--- config.mk ---
export PLATFORM = sky130hd
export DESIGN_NAME = vwvt_lane
export DESIGN_NICKNAME = d
export VERILOG_FILES = /design/src/sv/vwvt_pkg.sv /design/src/sv/vwvt_lane.sv
export SDC_FILE = /design/constraint.sdc
export NUM_CORES = 2
export LEC_CHECK = 0
export ABC_AREA = 1
export BUFFER_PORTS_ARGS = -buffer_cell sky130_fd_sc_hd__buf_2
export CORE_MARGIN = 2
export CORE_UTILIZATION = 25
export DETAILED_ROUTE_END_ITERATION = 12
export GPL_TIMING_DRIVEN = 0
export HOLD_SLACK_MARGIN = 0.12
export PLACE_DENSITY = 0.49
export SETUP_SLACK_MARGIN = 0.2
export SLEW_MARGIN = 20
export SYNTH_ARGS = -nofsm -noshare
export SYNTH_HDL_FRONTEND = slang
export SYNTH_SLANG_ARGS = --single-unit
--- constraint.sdc ---
create_clock -name clk -period 4 [get_ports clk]
set_input_delay 0.2 -clock clk [delete_from_list [all_inputs] [get_ports clk]]
set_output_delay 0.2 -clock clk [all_outputs]
set_load 0.01 [all_outputs]
--- src/sv/vwvt_pkg.sv ---
// ----------------------------------------------------------------------------
// vwvt_pkg: shared types and constants
// Widths, register indexes and the flash brightness table for the transform.
// ----------------------------------------------------------------------------
package vwvt_pkg;

    localparam int CoordW   = 12;
    localparam int ViewW    = 16;
    localparam int SizeW    = 13;
    localparam int OrientW  = 14;
    localparam int QuotW    = 28;
    localparam int Span     = 36000;

    typedef enum logic [2:0] {
        REG_WIN_LEFT   = 3'd0,
        REG_WIN_BOTTOM = 3'd1,
        REG_WIN_RIGHT  = 3'd2,
        REG_WIN_TOP    = 3'd3,
        REG_ROTATE     = 3'd4,
        REG_MIRROR_X   = 3'd5,
        REG_MIRROR_Y   = 3'd6,
        REG_TWINKLE    = 3'd7
    } reg_idx_t;

    // Flash brightness 127*(sin+49152)/65536 for each phase.
    function automatic logic [6:0] flash_bright(input logic [4:0] ph);
        logic [6:0] r;
        begin
            case (ph)
                5'd0:  r = 7'd95;  5'd1:  r = 7'd101; 5'd2:  r = 7'd107;
                5'd3:  r = 7'd112; 5'd4:  r = 7'd117; 5'd5:  r = 7'd121;
                5'd6:  r = 7'd124; 5'd7:  r = 7'd126; 5'd8:  r = 7'd127;
                5'd9:  r = 7'd126; 5'd10: r = 7'd124; 5'd11: r = 7'd121;
                5'd12: r = 7'd117; 5'd13: r = 7'd112; 5'd14: r = 7'd107;
                5'd15: r = 7'd101; 5'd16: r = 7'd95;  5'd17: r = 7'd89;
                5'd18: r = 7'd83;  5'd19: r = 7'd77;  5'd20: r = 7'd72;
                5'd21: r = 7'd68;  5'd22: r = 7'd65;  5'd23: r = 7'd64;
                5'd24: r = 7'd63;  5'd25: r = 7'd64;  5'd26: r = 7'd65;
                5'd27: r = 7'd68;  5'd28: r = 7'd72;  5'd29: r = 7'd77;
                5'd30: r = 7'd83;  5'd31: r = 7'd89;
                default: r = 7'd95;
            endcase
            return r;
        end
    endfunction

endpackage

--- src/sv/vwvt_lane.sv ---
// ----------------------------------------------------------------------------
// vwvt_lane: one coordinate scaling lane
// Computes sat16((v - size/2)*36000/size) with a pipelined restoring divider.
// Stage 0, the divider stages and an output register; one item per cycle.
// ----------------------------------------------------------------------------
module vwvt_lane
    import vwvt_pkg::*;
(
    input  logic                      clk,
    input  logic                      rst_n,
    input  logic                      in_valid,
    input  logic signed [OrientW-1:0] coord,
    input  logic        [SizeW-1:0]   size,
    output logic                      out_valid,
    output logic signed [ViewW-1:0]   view
);

    localparam int NumW = 31;
    localparam int Steps = QuotW;

    // Stage 0: offset and multiply, keep magnitude and sign.
    logic                  s0_valid_reg;
    logic [NumW-1:0]       s0_mag_reg;
    logic                  s0_neg_reg;
    logic [SizeW-1:0]      s0_size_reg;

    logic signed [OrientW:0]  diff;
    logic signed [NumW:0]     prod;
    logic [NumW-1:0]          mag_next;

    always_comb
    begin
        diff = OrientW'(coord) - $signed({2'b00, size[SizeW-1:1]});
        prod = diff * $signed(17'd36000);
        mag_next = prod[NumW] ? NumW'(-prod) : prod[NumW-1:0];
    end

    always_ff @(posedge clk or negedge rst_n)
    begin
        if (!rst_n)
            s0_valid_reg <= 1'b0;
        else
            s0_valid_reg <= in_valid;
    end

    always_ff @(posedge clk)
    begin
        s0_mag_reg  <= mag_next;
        s0_neg_reg  <= prod[NumW];
        s0_size_reg <= size;
    end

    // Divider stages: one quotient bit per stage, MSB first.
    logic                  dv_valid_reg [Steps+1];
    logic [NumW-1:0]       dv_rem_reg   [Steps+1];
    logic [NumW-1:0]       dv_num_reg   [Steps+1];
    logic [QuotW-1:0]      dv_quot_reg  [Steps+1];
    logic                  dv_neg_reg   [Steps+1];
    logic [SizeW-1:0]      dv_size_reg  [Steps+1];

    // The quotient always fits in QuotW bits, so the numerator bits above
    // QuotW are smaller than the size and seed the partial remainder.
    always_comb
    begin
        dv_valid_reg[0] = s0_valid_reg;
        dv_rem_reg[0]   = NumW'(s0_mag_reg[NumW-1:QuotW]);
        dv_num_reg[0]   = {s0_mag_reg[QuotW-1:0], {(NumW-QuotW){1'b0}}};
        dv_quot_reg[0]  = '0;
        dv_neg_reg[0]   = s0_neg_reg;
        dv_size_reg[0]  = s0_size_reg;
    end

    genvar g;
    generate
        for (g = 0; g < Steps; g++)
        begin : g_div
            logic [NumW-1:0] trial;
            logic [NumW:0]   sub;
            always_comb
            begin
                trial = {dv_rem_reg[g][NumW-2:0], dv_num_reg[g][NumW-1]};
                sub = {1'b0, trial} - {{(NumW+1-SizeW){1'b0}}, dv_size_reg[g]};
            end
            always_ff @(posedge clk or negedge rst_n)
            begin
                if (!rst_n)
                    dv_valid_reg[g+1] <= 1'b0;
                else
                    dv_valid_reg[g+1] <= dv_valid_reg[g];
            end
            always_ff @(posedge clk)
            begin
                dv_rem_reg[g+1]  <= sub[NumW] ? trial : sub[NumW-1:0];
                dv_num_reg[g+1]  <= {dv_num_reg[g][NumW-2:0], 1'b0};
                dv_quot_reg[g+1] <= {dv_quot_reg[g][QuotW-2:0], ~sub[NumW]};
                dv_neg_reg[g+1]  <= dv_neg_reg[g];
                dv_size_reg[g+1] <= dv_size_reg[g];
            end
        end
    endgenerate

    // Final stage: apply sign and saturate.
    logic                 out_valid_reg;
    logic signed [ViewW-1:0] view_reg;
    logic signed [ViewW-1:0] view_next;
    logic [QuotW-1:0]     q;

    always_comb
    begin
        q = dv_quot_reg[Steps];
        if (dv_neg_reg[Steps])
            view_next = (q > QuotW'(32768)) ? 16'sh8000 : ViewW'(-q);
        else
            view_next = (q > QuotW'(32767)) ? 16'sh7fff : ViewW'(q);
    end

    always_ff @(posedge clk or negedge rst_n)
    begin
        if (!rst_n)
            out_valid_reg <= 1'b0;
        else
            out_valid_reg <= dv_valid_reg[Steps];
    end

    always_ff @(posedge clk)
    begin
        view_reg <= view_next;
    end

    assign out_valid = out_valid_reg;
    assign view      = view_reg;

endmodule

**Word-level counts from Yosys, hierarchy flattened**

Cells that the tools add are included.
Widths: inputs -> output; s select.

- Register bits after elaboration: 2048
- Output and inout bits: 17
- Word-level logic and storage cells: 266

- Add/subtract/negate cells: 31
- Multiply operators: 1
- Order comparisons: 2
- Multiplexer cells: 31
- Bitwise gates (word level): 28

Operator list:

| kind | number |
|---|---|
| $sub 31x13->32 | 27 |
| $mux 30 | 26 |
| $mux 16 | 3 |
| $mux 31 | 1 |
| $neg 31->31 | 1 |
| $gt 28x15->1 const B | 1 |
| $gt 28x16->1 const B | 1 |
| $not 1->1 | 28 |
| $mul 15x12->27 const B | 1 |
| $neg 16->16 | 1 |
| $sub 14x13->15 | 1 |
| $sub 4x13->14 | 1 |
| $mux 4 | 1 |

**Logic depth before layout (Yosys ltp)**

- Depth after elaboration: 4
- Mapped depth: 37
- Mapped depth without buffers: 37

**Worst setup path before layout**

Ideal clock, no wire load.

- Kind: in2reg
- Start point: in coord[0]
- End point: reg s0_mag_reg[21] (netlist name)
- Library setup time: 0.112 ns
- Data arrival time: 5.050 ns
- Path slack: -1.162 ns
- Stages on the path: 31
- Buffers on the path: 0
- Path through: inv_1 > ha_1 > inv_1 > fa_1 > nand2_1 > nand3_1 > nand3b_1 > nand2_2 > a21oi_1 > o21ai_0 > xor2_1 > inv_1 > ha_1 > ha_1 > fa_1 > inv_1 > fa_1 > inv_1 > ha_1 > nand2_1 > nor2_1 > nand3_1 > nand4_1 > nand2_1 > nor2_1 > nand3_1 > nor2_1 > nand2_1 > xor2_1 > nand2_1 > nand2_1

- Longest elaborated chain between the ends: 4

Ends and longest elaborated chain:

| what | line | text |
|---|---|---|
| from (decl) | vwvt_lane.sv:12 | `input logic signed [OrientW-1:0] coord,` |
| $sub 14x13->15 (*) | vwvt_lane.sv:33 | `diff = OrientW'(coord) - $signed({2'b00, size[SizeW-1:1]});` |
| $mul 15x12->27 (*) | vwvt_lane.sv:34 | `prod = diff * $signed(17'd36000);` |
| $neg 31->31 | vwvt_lane.sv:35 | `mag_next = prod[NumW] ? NumW'(-prod) : prod[NumW-1:0];` |
| $mux 31 (*) | vwvt_lane.sv:35 |  |
| net mag_next[21] | vwvt_lane.sv:29 | `logic [NumW-1:0] mag_next;` |

Mark *: on every way through the listed nets, which the timed path passes. The rest lies on a longest branch.
A chain may end at the register's enable or synchronous reset.

**Worst setup path after layout**

- Start point: in coord[0]
- End point: reg s0_mag_reg[20] (netlist name)

RTL lines:

| what | line | text |
|---|---|---|
| $sub 14x13->15 | vwvt_lane.sv:33 |  |
| $mul 15x12->27 | vwvt_lane.sv:34 |  |
| net prod[31] | vwvt_lane.sv:28 | `logic signed [NumW:0] prod;` |
| $mux 31 | vwvt_lane.sv:35 |  |
| net mag_next[20] | vwvt_lane.sv:29 |  |

The timed path passes the listed nets, and every way through them passes these cells.

==> impl_results.md <==
* Clock share of power at a little over a fifth
* Worst Setup Start Kind: input pin
* Clock Sinks at 1918
* Post-synth EDFFs at 0
* Cells after synthesis at between 9000 and 10000
* Crit path DAT at just over 5 ns
* Setup WS pre-CTS at -1.93 ns
* Post-Synth Adder-Cell Area at 8.54%
* Post-route ant nets at 0
* Pwr Density at 938 nW/µm²
* Largest family of logic cells by synthesized area: simple AND/OR/NAND/NOR gates
* Worst path required time at 4.68 ns
* Worst R2R Start: dv_size_reg[288]$_DFF_P_
* Core area at 315000 µm²
* CTS buffer count at 205
* Mapped Area at about 79000 µm²
* Worst-path clk slew at around 0.06 ns
* Endpoints failing hold at 0
* Largest net degree at the start of global routing at 31
* Die area at 321000 µm²
* Leak Pwr at 40.6 nW
* Final worst path period need at 4.48 ns
* Final HPWL DP at between 100 and 150 mm
* Slew Limit Fails at 0
* First-pass GRT wire length at 292 mm
* Switching Fraction at 41.3%
* CP max FO at 5
* Slew margin rel. at 48.0%
* DRC viols at 0
* Count of final setup violators at 26
* Crit path from: coord[0]
* Post-Synth XOR/XNOR Area at 6.57%
* Row cnt at 206
* Post-synth top area cell: dfxtp_1
* Vias at 58329
* Simple-gate portion of the synthesized area at a little under a fifth
* Cell with the most instances after synthesis: dfxtp_1
* Gr ovfl total at 0
* Post-synthesis cell type count at 63
* Design Area, Final at 93100 µm²
* Reg2Reg Depth at 11
* Synth top area share at a little under half
* Fin crit share at 112%
* Layout cells sized above 1 at 9.24%
* Area fraction in compound gates after synthesis at 9.63%
* Drt first pass iters at 5
* Top cells by count, synth: dfxtp_1 (1888), nand2_1 (1515), inv_1 (1453)
* Vias in the first global route at 56944
* Number of fill cells at 33761
* Area contributors post-synth: dfxtp_1 (48%), nand2_1 (7.2%), ha_1 (7.0%)
* Area grow syn2layout at 17.6%
* Crit path largest cell delay at around 0.51 ns
* Insertion delay to the later sink of the worst-skew pair at 0.87 ns
* Flop pwr share at 33.2%
* Die width at approximately 570 µm
* CTS tree: yes
* Synthesized area per cell at 8.35 µm²
* Root Buffer: clkbuf_16
* Slowest-stage cell, CP: fa_1
* DIE HEIGHT at 567 µm
* Logic pwr share at 45.8%
* FF-to-FF setup slack at 1.03 ns
* H-tree depth at 4
* Failing checks: negative setup slack
* Internal Pwr Total at 51.2 mW
* R2r endpoint: dv_rem_reg[661]$_DFF_P_
* Post-detailed-route wirelength per cell at 12.8 µm
* IO Port Bufs at 46
* FMAX at 223 MHz
* Critical Path Sink Type: flop
* Kind of critical path: in -> reg
* 1st-iter DRT viols at 2845
* VDD IR max at 898 µV
* Max-cap viol count at 0
* Routability cong. at 0.884
* Initial antenna violation count at 6
* RSZ-0062 raised after global routing: true
* Ys flop type: dfxtp_1
* Register area share after synthesis at 48.7%
* Dpl cell area at 84900 µm²
* Post-route setup slack at -0.481 ns
* Initial Utilization at 25.1%
* Mux share of post-synthesis cell area at 0%
* HP Class: in -> reg
* Final wirelength at 181 mm
* Hold Slack at 0.182 ns
* Outcome: complete, but fails checks
* Io pins at 47
* Final net count at 10363
* Sw Pwr at 36.1 mW
* Ys async rst share at 1.56%
* Clk_skew at 0.0805 ns
* Largest register FFs at 794
* Register bit total from synthesis at 1918
* YS warnings at 0
* Crit path capture: s0_mag_reg[20]$_DFF_P_
* All-layer global routing usage at 11.0%
* Top cell by count, worst path: nand3_2
* Max Buffers Root-to-Sink at 4
* Via density at approximately 4.1
* Slew of the pin with the lowest slew margin at 0.773 ns
## metrics by stage
step,instances,total power [mW],setup TNS [ns],utilization [%]
3_3_place_gp,13697,65.3,-45.75,27.0
6_report,14147,87.3,-10.88,29.6
3_5_place_dp,13697,65.4,-46.30,27.0
2_1_floorplan,9491,55.5,-20.27,-
5_1_grt,14145,94.8,-16.54,29.6
4_1_cts,14131,86.9,-8.89,29.4
## worst min-delay path by stage
| stage | depth (start not counted) | endpoint | slack [ns] | start |
|---|---|---|---|---|
| 3_5_place_dp | 1 | s0_valid_reg$_DFF_PN0_ | 0.25 | rst_n |
| 3_3_place_gp | 1 | s0_valid_reg$_DFF_PN0_ | 0.25 | rst_n |
| 2_1_floorplan | 0 | dv_valid_reg[0]$_DFF_PN0_ | -0.1 | rst_n |
| 6_report | 7 | s0_mag_reg[30]$_DFF_P_ | 0.18 | coord[13] |
| 5_1_grt | 7 | s0_mag_reg[30]$_DFF_P_ | 0.18 | coord[13] |
| 4_1_cts | 7 | s0_mag_reg[30]$_DFF_P_ | 0.12 | coord[13] |
## final cells by class
type	count	area, µm²	share of cell area [%]
Inverter	1467	5530	5.94
Tap cell	4160	5200	5.59
Antenna cell	3	7.51	0.00806
Clock buffer	273	5650	6.06
Multi-Input combinational cell	6004	35600	38.3
Buffer	102	547	0.587
Clock inverter	89	928	0.997
Timing Repair Buffer	131	1050	1.13
Sequential cell	1918	38500	41.4
## critical path, delay by kind of cell
kind | cells | cell delay, ns
AOI/OAI and AO/OA | 2 | 0.26
xor gates and xnor gates | 1 | 0.18
adders and majority gates | 7 | 2.24
buffers and inverters | 10 | 0.86
and+or+nand+nor | 15 | 1.41
## per-layer routing
layer,part of all wire [%],vias to the layer above,GRT usage (%)
met5,0,-,0
li1,-,30969,-
met2,46,892,18.4
met3,4.0,313,1.70
met1,48,26155,14.4
met4,2.6,0,3.31
## layout by cell type, fill, tap and decap left out, drive strengths merged, types with 5 or more instances in the layout
cell / synthesis / final
xnor2: 265 / 265
dfxtp: 1888 / 1888
clkinv: 1 / 48
ha: 443 / 443
conb: 1 / 5
nand2: 1526 / 1526
nor3: 155 / 155
nand4: 118 / 118
a311oi: 6 / 6
inv: 1466 / 1476
a211o: 6 / 6
dfrtp: 30 / 30
or2: 146 / 146
a211oi: 12 / 12
o31ai: 15 / 15
a21boi: 9 / 9
dlygate4sd3: 0 / 32
bufinv: 0 / 13
o21bai: 19 / 19
a21o: 27 / 27
o211ai: 21 / 21
o21a: 8 / 8
o21ai: 620 / 620
xor2: 329 / 329
nand3b: 30 / 30
nor4: 53 / 53
clkbuf: 32 / 306
o2111ai: 22 / 22
nor2: 1080 / 1080
a31oi: 9 / 9
nand3: 375 / 375
fa: 61 / 61
clkinvlp: 0 / 19
buf: 70 / 168
a21oi: 629 / 629
## kinds of logic (layout without fill, tap and decap cells)
group           Yosys count  in the layout
simple gates           3493           3493
buf+inv                1569           2062
other cells               1              8
xor+xnor                594            594
flops                  1918           1918
fa+ha+maj               504            504
compound gates         1408           1408
## power by group through the flow
stage	clock, mW	combinational [mW]	sequential (mW)
6_report	18.3	40.0	29.0
3_5_place_dp	0	35.8	29.6
4_1_cts	19.1	38.6	29.2
5_1_grt	19.8	45.2	29.7
3_3_place_gp	0	35.7	29.6
2_1_floorplan	0	27.6	27.9
## repair_timing
item                                   CTS  global route
setup endpoints to repair               26            26
hold buffers                            33             0
gates cloned                             1             1
endpoints found under the hold margin   47             0
pin swaps                               44            41
gates resized for setup                138            63
setup buffers                           38            12
No activity file was read; power rests on OpenSTA's default activity.
