### src/sv/vwvt_pkg.sv
// ----------------------------------------------------------------------------
// vwvt_pkg: shared types and constants
// Widths, register indexes and the flash brightness table for the transform.
// ----------------------------------------------------------------------------
package vwvt_pkg;

    localparam int CoordW   = 12;
    localparam int ViewW    = 16;
    localparam int SizeW    = 13;
    localparam int OrientW  = 14;
    localparam int QuotW    = 28;
    localparam int Span     = 36000;

    typedef enum logic [2:0] {
        REG_WIN_LEFT   = 3'd0,
        REG_WIN_BOTTOM = 3'd1,
        REG_WIN_RIGHT  = 3'd2,
        REG_WIN_TOP    = 3'd3,
        REG_ROTATE     = 3'd4,
        REG_MIRROR_X   = 3'd5,
        REG_MIRROR_Y   = 3'd6,
        REG_TWINKLE    = 3'd7
    } reg_idx_t;

    // Flash brightness 127*(sin+49152)/65536 for each phase.
    function automatic logic [6:0] flash_bright(input logic [4:0] ph);
        logic [6:0] r;
        begin
            case (ph)
                5'd0:  r = 7'd95;  5'd1:  r = 7'd101; 5'd2:  r = 7'd107;
                5'd3:  r = 7'd112; 5'd4:  r = 7'd117; 5'd5:  r = 7'd121;
                5'd6:  r = 7'd124; 5'd7:  r = 7'd126; 5'd8:  r = 7'd127;
                5'd9:  r = 7'd126; 5'd10: r = 7'd124; 5'd11: r = 7'd121;
                5'd12: r = 7'd117; 5'd13: r = 7'd112; 5'd14: r = 7'd107;
                5'd15: r = 7'd101; 5'd16: r = 7'd95;  5'd17: r = 7'd89;
                5'd18: r = 7'd83;  5'd19: r = 7'd77;  5'd20: r = 7'd72;
                5'd21: r = 7'd68;  5'd22: r = 7'd65;  5'd23: r = 7'd64;
                5'd24: r = 7'd63;  5'd25: r = 7'd64;  5'd26: r = 7'd65;
                5'd27: r = 7'd68;  5'd28: r = 7'd72;  5'd29: r = 7'd77;
                5'd30: r = 7'd83;  5'd31: r = 7'd89;
                default: r = 7'd95;
            endcase
            return r;
        end
    endfunction

endpackage

### src/sv/vwvt_front.sv
// ----------------------------------------------------------------------------
// vwvt_front: orientation and brightness stage
// Applies rotate and mirrors, measures window sizes, picks the brightness.
// ----------------------------------------------------------------------------
module vwvt_front
    import vwvt_pkg::*;
(
    input  logic                      clk,
    input  logic                      rst_n,
    input  logic                      in_valid,
    input  logic signed [CoordW-1:0]  x0_in,
    input  logic signed [CoordW-1:0]  y0_in,
    input  logic signed [CoordW-1:0]  x1_in,
    input  logic signed [CoordW-1:0]  y1_in,
    input  logic        [3:0]         col,
    input  logic        [4:0]         phase,
    input  logic signed [CoordW-1:0]  wl,
    input  logic signed [CoordW-1:0]  wb,
    input  logic signed [CoordW-1:0]  wr,
    input  logic signed [CoordW-1:0]  wt,
    input  logic                      rot,
    input  logic                      mx,
    input  logic                      my,
    input  logic        [7:0]         twinkle,
    output logic                      out_valid,
    output logic signed [OrientW-1:0] ox0,
    output logic signed [OrientW-1:0] oy0,
    output logic signed [OrientW-1:0] ox1,
    output logic signed [OrientW-1:0] oy1,
    output logic        [SizeW-1:0]   sx,
    output logic        [SizeW-1:0]   sy,
    output logic        [6:0]         bright
);

    logic signed [OrientW-1:0] xsum, ysum;
    logic signed [OrientW-1:0] a0, b0, a1, b1, c0, c1, d0, d1;
    logic signed [SizeW:0]     dx, dy;
    logic [SizeW-1:0]          sx_next, sy_next;
    logic [6:0]                bright_next;

    always_comb
    begin
        xsum = OrientW'(wr) + OrientW'(wl);
        ysum = OrientW'(wt) + OrientW'(wb);
        // Rotation swaps axes then mirrors the new x.
        a0 = rot ? xsum - OrientW'(y0_in) : OrientW'(x0_in);
        a1 = rot ? xsum - OrientW'(y1_in) : OrientW'(x1_in);
        b0 = rot ? OrientW'(x0_in) : OrientW'(y0_in);
        b1 = rot ? OrientW'(x1_in) : OrientW'(y1_in);
        if ({4'd0, col} <= twinkle || a0 != a1 || b0 != b1)
            bright_next = {col, 3'b111};
        else
            bright_next = flash_bright(phase);
        c0 = mx ? xsum - a0 : a0;
        c1 = mx ? xsum - a1 : a1;
        d0 = my ? ysum - b0 : b0;
        d1 = my ? ysum - b1 : b1;
        dx = (SizeW+1)'(wr) - (SizeW+1)'(wl);
        dy = (SizeW+1)'(wt) - (SizeW+1)'(wb);
        sx_next = dx[SizeW] ? SizeW'(-dx) : dx[SizeW-1:0];
        sy_next = dy[SizeW] ? SizeW'(-dy) : dy[SizeW-1:0];
        if (sx_next == '0)
            sx_next = SizeW'(1);
        if (sy_next == '0)
            sy_next = SizeW'(1);
    end

    logic out_valid_reg;
    logic signed [OrientW-1:0] ox0_reg, oy0_reg, ox1_reg, oy1_reg;
    logic [SizeW-1:0] sx_reg, sy_reg;
    logic [6:0] bright_reg;

    always_ff @(posedge clk or negedge rst_n)
    begin
        if (!rst_n)
            out_valid_reg <= 1'b0;
        else
            out_valid_reg <= in_valid;
    end

    always_ff @(posedge clk)
    begin
        ox0_reg    <= c0;
        ox1_reg    <= c1;
        oy0_reg    <= d0;
        oy1_reg    <= d1;
        sx_reg     <= sx_next;
        sy_reg     <= sy_next;
        bright_reg <= bright_next;
    end

    assign out_valid = out_valid_reg;
    assign ox0 = ox0_reg;
    assign oy0 = oy0_reg;
    assign ox1 = ox1_reg;
    assign oy1 = oy1_reg;
    assign sx = sx_reg;
    assign sy = sy_reg;
    assign bright = bright_reg;

endmodule

### config.mk
export PLATFORM = sky130hd
export DESIGN_NAME = vwvt_front
export DESIGN_NICKNAME = d
export VERILOG_FILES = /design/src/sv/vwvt_pkg.sv /design/src/sv/vwvt_front.sv
export SDC_FILE = /design/constraint.sdc
export NUM_CORES = 1
export LEC_CHECK = 0
export BUFFER_PORTS_ARGS = -buffer_cell sky130_fd_sc_hd__buf_2
export CAP_MARGIN = 20
export CORE_MARGIN = 10
export CORE_UTILIZATION = 50
export CTS_CLUSTER_SIZE = 25
export DETAILED_ROUTE_END_ITERATION = 10
export PLACE_DENSITY = 0.74
export SLEW_MARGIN = 20
export SYNTH_ARGS = -nofsm -noshare
export SYNTH_HDL_FRONTEND = slang
export SYNTH_SLANG_ARGS = --single-unit
### constraint.sdc
create_clock -name clk -period 1.3 [get_ports clk]
set_clock_uncertainty 0.15 [all_clocks]
set_input_delay 0.065 -clock clk [delete_from_list [all_inputs] [get_ports clk]]
set_output_delay 0.065 -clock clk [all_outputs]
set_load 0.01 [all_outputs]
==> flow_summary.ini, run 1 <==
[outcome]
status = aborted with a tool error
stop_stage = global routing (5_1_grt)
error = [ERROR GRT-0232] Routing congestion too high. Check the congestion heatmap in the GUI.

[place]
port_buffers = 208
place_hpwl_mm = 30.8
placed_area_sq_um = 15600
gp_congestion = 0.943
post-place-ws_ns = -3.56

[sta]
worst-ep-kind = sequential cell input
worst_endpoint = bright[6]$_DFF_P_/D

[synth]
synth_area_per_cell_sq_um = 7.78
ys_ff_latch = 90
synth_top_area_share = 0.173
syn_nets = 1579
yosysTopAreaCell = dfxtp_1
synth_area_leaders = dfxtp_1, ha_1, xnor2_1
ys_types = 83
synth_seq_area_share = 0.176
muxShareOfSynthArea = 0.0563
synth_async_sr_flop_share = 0.0111
synth_compound_area_frac = 0.221
synth-xor-area-share = 0.108
synth_edf_count = 0
yosys.area_share.adder = 0.183
synthCells = 1320
synth_area_sq_um = 10300
yosys_warnings = 0
synthSimpleGateAreaFrac = 0.190
synth_top_family_by_area = compound AO/OA/AOI/OAI gates
synth_flop_cell = dfxtp_1

[die]
start_util = 0.508
std_cell_rows = 52
io_pins = 209
fp.dieH_microns = 163
dieWidth_microns = 163

[clock_network]
numCtsBuffers = 9
cts-root-buf = clkbuf_16
clockBufferDepth = 2
clock-sinks = 90
htree_levels = 3

[grt]
grt_use_total = 0.693
grt-ovfl-total = 49
grt_max_degree = 39
[metrics by stage]
stage / util / hold slack, ns / std cells
detailed placement: 0.772 / -0.304 / 2194
floorplan: - / -0.381 / 1320
CTS: 0.882 / 0.00268 / 2274
global placement: 0.772 / -0.305 / 2194
[cells by family after synthesis]
group / after synthesis
simple gates: 387
compound gates: 345
buf+inv: 173
fa+ha+maj: 145
xor+xnor: 127
flops: 90
mux: 53
[metal layers]
layer | GRT overflow | track usage
met1 | 0 | 0.687
met2 | 22 | 0.843
met3 | 1 | 0.581
met4 | 25 | 0.685
met5 | 1 | 0.129
[timing repair]
item                                    CTS
buffers inserted                         85
gates cloned                              0
gates resized for setup                 271
pin swaps                               215
endpoints found under the setup margin   87
endpoints found under the hold margin    10
hold buffers                              8
[Yosys cell counts, types with 11 or more instances]
| cell | number |
|---|---|
| xor2_1 | 39 |
| nor4_1 | 12 |
| or3_1 | 17 |
| inv_1 | 132 |
| clkbuf_1 | 29 |
| o211ai_1 | 13 |
| dfxtp_1 | 89 |
| xnor2_1 | 88 |
| nand3b_1 | 11 |
| nand2b_1 | 24 |
| a31oi_1 | 11 |
| nand2_1 | 87 |
| mux2i_1 | 42 |
| o21a_1 | 16 |
| nor2b_1 | 28 |
| nand3_1 | 25 |
| a21o_1 | 15 |
| ha_1 | 130 |
| a21oi_1 | 92 |
| nor3_1 | 39 |
| nor2_1 | 91 |
| o21ai_0 | 79 |
==> inputs of run 2 (changes only) <==
--- a/config.mk
+++ b/config.mk
@@ -8,10 +8,9 @@
 export BUFFER_PORTS_ARGS = -buffer_cell sky130_fd_sc_hd__buf_2
 export CAP_MARGIN = 20
 export CORE_MARGIN = 10
-export CORE_UTILIZATION = 50
-export CTS_CLUSTER_SIZE = 25
+export CORE_UTILIZATION = 35
 export DETAILED_ROUTE_END_ITERATION = 10
-export PLACE_DENSITY = 0.74
+export PLACE_DENSITY_LB_ADDON = 0.15
 export SLEW_MARGIN = 20
 export SYNTH_ARGS = -nofsm -noshare
 export SYNTH_HDL_FRONTEND = slang
==> run 2 against run 1 <==
  * The flow now finishes, with violations (negative setup slack)
  * Synthesized area stayed put
  * Synthesized cell count unchanged
==> flow_summary.ini, run 2 <==
[grt]
grt_max_degree = 38
grt_use_total = 0.209
grt_first_pass_wirelength_mm = 62.1
grt_pass1_vias = 12200
grt-ovfl-total = 0
antenna_found_initial = 7

[synth]
synthCells = 1320
synth_flop_cell = dfxtp_1
synth_area_leaders = dfxtp_1, ha_1, xnor2_1
yosysTopAreaCell = dfxtp_1
ys_types = 83
synth_top_area_share = 0.173
synth_common_cells = inv_1, ha_1, a21oi_1
synth_edf_count = 0
yosys_warnings = 0
synth_async_sr_flop_share = 0.0111
synth_area_sq_um = 10300
ys_ff_latch = 90
syn_nets = 1579
synth_area_per_cell_sq_um = 7.78
yosys.cell_count.top_type = inv_1
synth_seq_area_share = 0.176

[outcome]
status = complete, but fails checks
violations = negative setup slack

[power_and_ir_drop]
pwr_density_cell_nw_per_um2 = 1360
ir_worst_vdd_uv = 728
power_mw = 26.1
p_leak_nw = 8.95

[sta]
fmax_mhz = 244
fin_crit_ns = 4.10
setup_ws_ns = -2.80
tightestPinTransition_ns = 0.667
max_slew_margin = 0.552
rsz0062_at_grt = true
final.period_utilization = 3.16
slew_viol_final = 0
finalHoldViolCount = 0
fin_tns_setup_ns = -127.26
hold_ws_ns = 0.0146
finalSetupViolations = 85

[layout]
layout-drive-gt1-share = 0.556
final_common_cell = buf_4
finalNetCount = 2304
area_growth_syn_to_layout_pct = 86.2
most-common-layout-cells = buf_4, buf_2, inv_1
fillCellCount = 2348

[clock_network]
numCtsBuffers = 9
cts_tree = done
cts.clk_slew.worst_paths_ns = 0.07
clockBufferDepth = 2
htree_levels = 3
clock-sinks = 90
cts-root-buf = clkbuf_16

[die]
std_cell_rows = 62
die_area_sq_um = 36600
core_sq_um = 28900
io_pins = 209
dieWidth_microns = 191
start_util = 0.356
fp.dieH_microns = 191

[worst_setup_path]
cp_max_fo = 4
crit_arrival_ns = 4.20
crit_type = in2reg
crit_path_start_kind = primary input
max_stage_delay_ns = 0.37
path_cells = buf_8 -> ha_4 -> inv_2 -> fa_2 -> nor3_4 -> nor3_2 -> o21ai_1 -> a21oi_2 -> xnor2_2 -> ha_1 -> o21a_1 -> o21a_1 -> a21oi_2 -> xnor2_1 -> mux2i_2 -> ha_4 -> buf_4 -> a21oi_4 -> a21oi_2 -> maj3_2 -> maj3_2 -> o21ai_2 -> a21boi_2 -> nor3_2
cp.required_ns = 1.40
crit_top_cell = a21oi_2
endpoint_kind = flip-flop
critical-path-slowest-cell = fa_2

[detailed_routing]
first_iter_violations = 492
via_count = 12100
routed_wl_mm = 40.4
routedWlPerCell_microns = 16.6
ant_nets = 0
viasPerCell = 4.97
drc = 0
dr.pass1.iters = 5

[place]
post-place-ws_ns = -3.69
gp_congestion = 0.889
port_buffers = 208
place_hpwl_mm = 31.4

[hold_path]
hold_class = in2reg

[run]
drv_cap = 0
run 2: worst paths after layout:
check,from,to,slack (ns),cells past startpoint
worst max-delay path,wl[0],ox1[12],-2.80,24
worst min-delay path,y0_in[8],oy0[8],0.01,4
max in group asynchronous,rst_n,out_valid,0.52,3
min in group asynchronous,rst_n,out_valid,0.37,3
run 2: area by class of cell:
class / count / area [sq um] / share of cell area
timing repair buffer: 754 / 5620 / 0.293
inverter: 133 / 547 / 0.0286
sequential: 90 / 1810 / 0.0944
clock buffer: 12 / 256 / 0.0134
clock inverter: 4 / 73.8 / 0.00386
multi-input combinational: 1057 / 10300 / 0.541
antenna: 3 / 7.51 / 0.000392
tap: 384 / 480 / 0.0251
run 2: kinds of logic after synthesis:
| kind of cell | Yosys count | share of synthesized area |
|---|---|---|
| xor gates and xnor gates | 127 | 0.108 |
| adders and majority gates | 145 | 0.183 |
| DFF | 90 | 0.176 |
| AOI/OAI and AO/OA | 345 | 0.221 |
| muxes | 53 | 0.0563 |
| and+or+nand+nor | 387 | 0.190 |
| buffers and inverters | 173 | 0.0656 |
run 2: layer usage:
layer  part of all wire  track usage
met5             0.0015            0
met4              0.016       0.0511
met3              0.052       0.0466
met2               0.47        0.341
met1               0.46        0.274
run 2: metrics by stage:
step,cells,cell area [sq um],util
after CTS,2415,18200,0.631
after global routing,2436,19100,0.663
after floorplan,1320,11200,-
final,2437,19100,0.663
after detailed placement,2338,16000,0.554
after global placement,2338,16000,0.554
run 2: worst max-delay path, delay by kind of cell:
kind / cells / cell delay, ns
buffers and inverters: 3 / 0.25
AOI/OAI and AO/OA: 9 / 1.21
muxes: 1 / 0.29
and+or+nand+nor: 3 / 0.28
xor gates and xnor gates: 2 / 0.35
adders and majority gates: 6 / 1.75
run 2: power breakdown:
group / internal (mW) / switching (mW) / total, mW / leakage (nW)
clock: 1.79 / 1.21 / 3.00 / 0.163
combinational: 10.1 / 9.03 / 19.1 / 8.03
sequential: 3.67 / 0.290 / 3.96 / 0.761
total: 15.6 / 10.5 / 26.1 / 8.95
run 2: timing repair:
| action | in CTS | in global routing |
|---|---|---|
| hold endpoints to repair | 14 | 0 |
| setup buffers | 61 | 43 |
| pin swaps | 174 | 120 |
| gates resized for setup | 272 | 162 |
| setup endpoints to repair | 85 | 85 |
| hold buffers | 10 | 0 |
(Power assumes the default switching activity.)
==> inputs of run 3 (changes only) <==
--- a/config.mk
+++ b/config.mk
@@ -7,10 +7,12 @@
 export LEC_CHECK = 0
 export BUFFER_PORTS_ARGS = -buffer_cell sky130_fd_sc_hd__buf_2
 export CAP_MARGIN = 20
+export CORE_ASPECT_RATIO = 0.5
 export CORE_MARGIN = 10
 export CORE_UTILIZATION = 35
 export DETAILED_ROUTE_END_ITERATION = 10
 export PLACE_DENSITY_LB_ADDON = 0.15
+export SETUP_SLACK_MARGIN = 0.5
 export SLEW_MARGIN = 20
 export SYNTH_ARGS = -nofsm -noshare
 export SYNTH_HDL_FRONTEND = slang
==> run 3 against run 2 <==
  * The run ends with negative hold slack, negative setup slack left
  * Clock power down 4%
  * Utilization increased by 2.2 points
  * Worst setup slack got worse by 0.034 ns
  * Combinational power increased by 7%
  * Fmax down 0.81%
  * Flip-flop and latch count unchanged
  * Count of clock-buffer cells in the layout is 3 lower
  * Hold slack got worse by 0.15 ns
  * First-iteration DRC count is 2.4% higher
  * Highest routed layer is now met4
==> flow_summary.ini, run 3 (same netlist as run 2, synthesis figures left out) <==
[outcome]
status = complete, but fails checks
violations = negative hold slack, negative setup slack

[sta]
max_slew_margin = 0.460
fin_tns_setup_ns = -130.15
finalHoldViolCount = 13
finalSetupViolations = 87
slew_viol_final = 0
hold_ws_ns = -0.131
setup_ws_ns = -2.84
final.period_utilization = 3.18
rsz0062_at_grt = true
fmax_mhz = 242
tightestPinTransition_ns = 0.804
fin_crit_ns = 4.14

[worst_setup_path]
endpoint_kind = flip-flop
cp.required_ns = 1.46
max_stage_delay_ns = 0.39
crit_arrival_ns = 4.29
crit_path_start_kind = primary input
crit_top_cell = ha_4
critical-path-slowest-cell = or3_4
crit_start = wl[0]
cp_max_fo = 4
crit_type = in2reg

[grt]
grt_pass1_vias = 12800
grt-ovfl-total = 0
grt_first_pass_wirelength_mm = 63.9
grt_use_total = 0.209
antenna_found_initial = 0
grt_max_degree = 37

[layout]
layout-drive-gt1-share = 0.596
finalNetCount = 2318
final_common_cell = buf_4
area_growth_syn_to_layout_pct = 93.2
regArea_sq_um = 1870
multiInputGateArea_sq_um = 10600
diodes = 0
most-common-layout-cells = buf_4, buf_2, buf_6
fin_util = 0.685
final_cell_area_sq_um = 19800
fillCellCount = 2275

[hold_path]
hold_class = in2reg
hp-start = col[3]

[die]
dieWidth_microns = 262
fp.dieH_microns = 141
start_util = 0.355
io_pins = 209
std_cell_rows = 44
die_area_sq_um = 37000
core_sq_um = 29000

[detailed_routing]
drc = 0
first_iter_violations = 504
viasPerCell = 5.04
dr.pass1.iters = 5
routedWlPerCell_microns = 16.9
ant_nets = 0
via_count = 12400
routed_wl_mm = 41.4

[power_and_ir_drop]
pwr_density_cell_nw_per_um2 = 1380
p_sw_mw = 10.9
comb_power_share = 0.744
swShare = 0.399
seqPwrFrac = 0.151
p_leak_nw = 9.16
internal_power_mw = 16.4
pwr-share-clk = 0.105
ir_worst_vdd_uv = 866

[clock_network]
postCtsHoldBufs = 3
cts-root-buf = clkbuf_16
cts_tree = done
htree_levels = 3
cts.clk_slew.worst_paths_ns = 0.07
numCtsBuffers = 9
clockBufferDepth = 2
clock-sinks = 90

[place]
place_hpwl_mm = 32.1
gp_congestion = 0.943
port_buffers = 208
placed_area_sq_um = 16000

[run]
drv_cap = 0
==> run 3: layout make-up <==
| cell class | instances | share of cell area |
|---|---|---|
| inverter | 133 | 0.0275 |
| multi-input combinational | 1057 | 0.532 |
| sequential | 90 | 0.0941 |
| clock buffer | 9 | 0.0113 |
| tap | 391 | 0.0246 |
| timing repair buffer | 768 | 0.307 |
| clock inverter | 5 | 0.00410 |
==> run 3: power by group through the flow <==
stage | clock network [mW] | registers [mW] | logic, mW
6_report | 2.88 | 4.12 | 20.4
5_1_grt | 3.02 | 4.20 | 21.8
4_1_cts | 2.93 | 4.06 | 17.4
3_5_place_dp | 0 | 3.99 | 14.9
3_3_place_gp | 0 | 3.95 | 14.6
2_1_floorplan | 0 | 4.43 | 7.95
==> run 3: routing by layer <==
| layer | vias up | global-route usage | share of wire |
|---|---|---|---|
| li1 | 6170 | - | - |
| met1 | 5961 | 0.240 | 0.43 |
| met2 | 189 | 0.401 | 0.53 |
| met3 | 39 | 0.0332 | 0.028 |
| met4 | 0 | 0.0415 | 0.015 |
| met5 | - | 0 | 0 |
==> run 3: final timing paths <==
check / end / slack [ns] / cells past startpoint
max: ox0[13] / -2.84 / 26
min: bright[6] / -0.13 / 3
max in group asynchronous: out_valid / 0.54 / 3
min in group asynchronous: out_valid / 0.36 / 3
==> run 3: timing repair <==
action	CTS	global route
hold endpoints to repair	17	11
setup buffers	47	39
resized for setup	293	272
pin swaps	137	113
endpoints found under the setup margin	179	179
==> run 3: stage by stage <==
step / hold WS [ns] / instances / power [mW] / worst slack [ns]
global route: -0.127 / 2453 / 29.0 / -3.08
floorplan: -0.381 / 1320 / 12.4 / -2.99
finish: -0.131 / 2453 / 27.4 / -2.84
CTS: -0.150 / 2414 / 24.3 / -2.77
global placement: -0.311 / 2350 / 18.6 / -3.45
detailed placement: -0.308 / 2350 / 18.9 / -3.57
==> run 3: worst max-delay path: cells and delay by family <==
kind                     cells  cell delay (ns)
buffers and inverters        6             0.71
adder cells (fa/ha/maj)      4             0.97
XOR/XNOR                     3             0.49
AO/OA/AOI/OAI                5             0.85
AND/OR/NAND/NOR              7             1.09
multiplexers                 1             0.10
==> inputs of run 4 (changes only) <==
==> constraint.sdc (replaced) <==
create_clock -name clk -period 4.1 [get_ports clk]
set_clock_uncertainty 0.15 [all_clocks]
set_input_delay 0.205 -clock clk [delete_from_list [all_inputs] [get_ports clk]]
set_output_delay 0.205 -clock clk [all_outputs]
set_load 0.01 [all_outputs]
==> run 4 against run 3 <==
  * The run ends with negative setup slack left
  * Critical path depth is the same
  * Flip-flop and latch count unchanged
  * Worst setup slack improved by 2.7 ns
  * Critical path type unchanged
  * Largest power group unchanged
==> flow_summary.ini, run 4 (same netlist as run 2, synthesis figures left out) <==
[outcome]
status = complete, but fails checks
violations = negative setup slack

[worst_setup_path]
endpoint_kind = flip-flop
crit_arrival_ns = 4.41
crit_path_start_kind = primary input
crit_type = in2reg
cp.required_ns = 4.23
cp_max_fo = 7

[die]
core_sq_um = 29000
io_pins = 209
fp.dieH_microns = 141
die_area_sq_um = 37000
dieWidth_microns = 262
start_util = 0.355
std_cell_rows = 44

[run]
drv_cap = 0

[clock_network]
clock-sinks = 90
cts_tree = done
cts.clk_slew.worst_paths_ns = 0.07
htree_levels = 3
clockBufferDepth = 2
cts-root-buf = clkbuf_16
numCtsBuffers = 9

[hold_path]
hp-start = phase[4]
hold_class = in2reg
min_delay_path_depth = 2
min_to = bright[0]

[place]
post-place-ws_ns = -0.891
place_hpwl_mm = 30.5
port_buffers = 208
dp.cells = 2089
placed_area_sq_um = 13500
gp_congestion = 0.919

[detailed_routing]
drc = 0
first_iter_violations = 533
dr.pass1.iters = 4
routedWlPerCell_microns = 17.2
via_count = 11000
viasPerCell = 5.10
ant_nets = 0
routed_wl_mm = 37.2

[sta]
finalHoldViolCount = 0
final.period_utilization = 1.04
fmax_mhz = 234
slew_viol_final = 0
finalSetupViolations = 15
tightestPinTransition_ns = 0.840
fin_crit_ns = 4.28
max_slew_margin = 0.440
setup_ws_ns = -0.181
rsz0062_at_grt = true
fin_tns_setup_ns = -1.72

[grt]
grt_pass1_vias = 11200
grt_first_pass_wirelength_mm = 58.3
antenna_found_initial = 4
grt-ovfl-total = 0
grt_use_total = 0.194
grt_max_degree = 49

[layout]
final_common_cell = buf_4
area_growth_syn_to_layout_pct = 47.2
most-common-layout-cells = buf_4, buf_2, inv_1
layout-drive-gt1-share = 0.379
finalNetCount = 2018
finalNonFillerCells = 2159
final_cell_area_sq_um = 15100

[power_and_ir_drop]
p_leak_nw = 7.03
ir_worst_vdd_uv = 299
pwr_density_cell_nw_per_um2 = 455
power_mw = 6.88
-- run 4: layer usage --
metal / GRT usage / part of all wire / vias to the layer above
li1: - / - / 5561
met1: 0.232 / 0.45 / 5242
met2: 0.336 / 0.48 / 179
met3: 0.0497 / 0.048 / 37
met4: 0.0572 / 0.021 / 0
met5: 0 / 0 / -
-- run 4: repair_timing --
| action | in CTS | in global routing |
|---|---|---|
| endpoints found under the setup margin | 24 | 32 |
| gates resized for setup | 129 | 40 |
| pin swaps | 80 | 27 |
| hold buffers | 7 | 0 |
| setup buffers | 34 | 9 |
| hold endpoints to repair | 6 | 0 |
-- run 4: worst max path at each step --
stage / startpoint / endpoint / slack, ns / cells past startpoint
global placement: wl[0] / bright[4] / -0.85 / 23
detailed placement: wl[0] / bright[4] / -0.89 / 23
CTS: wl[0] / ox1[11] / -0.1 / 26
finish: wl[3] / bright[6] / -0.18 / 26
global route: wl[0] / ox1[11] / -0.40 / 26
floorplan: wl[0] / bright[4] / -0.33 / 20
-- run 4: worst max-delay path, stage by stage --
cell,delay (ns)
buf_6,0.10
inv_6,0.04
ha_4,0.19
buf_6,0.12
buf_8,0.11
nor3_4,0.19
buf_6,0.13
nor3_4,0.03
o21ai_2,0.14
a21oi_2,0.08
xnor2_2,0.18
buf_4,0.17
ha_4,0.28
buf_6,0.10
o211ai_1,0.15
buf_4,0.18
buf_4,0.12
buf_4,0.12
o21ai_2,0.15
xor2_1,0.09
mux2_4,0.29
xnor2_2,0.12
nand4_1,0.12
or4_4,0.53
buf_8,0.15
mux2_4,0.28
-- run 4: cell type report --
cell class                 count  area (sq um)
fill                        2780         13800
multi-input combinational   1057          8890
timing repair buffer         468          3130
sequential                    90          1810
inverter                     133           507
tap                          391           489
clock buffer                   9           225
clock inverter                 7          71.3
antenna                        4          10.0
-- run 4: report_power, final --
| part | internal (mW) | leakage [nW] | switching (mW) | total (mW) |
|---|---|---|---|---|
| combinational | 2.37 | 6.12 | 2.41 | 4.78 |
| clock | 0.426 | 0.145 | 0.437 | 0.863 |
| sequential | 1.16 | 0.761 | 0.0737 | 1.24 |
-- run 4: through the flow --
stage	hold WS, ns	utilization
6_report	0.0534	0.522
5_1_grt	0.0798	0.522
4_1_cts	0.0350	0.513
3_5_place_dp	-0.169	0.467
3_3_place_gp	-0.171	0.467
2_1_floorplan	-0.241	-
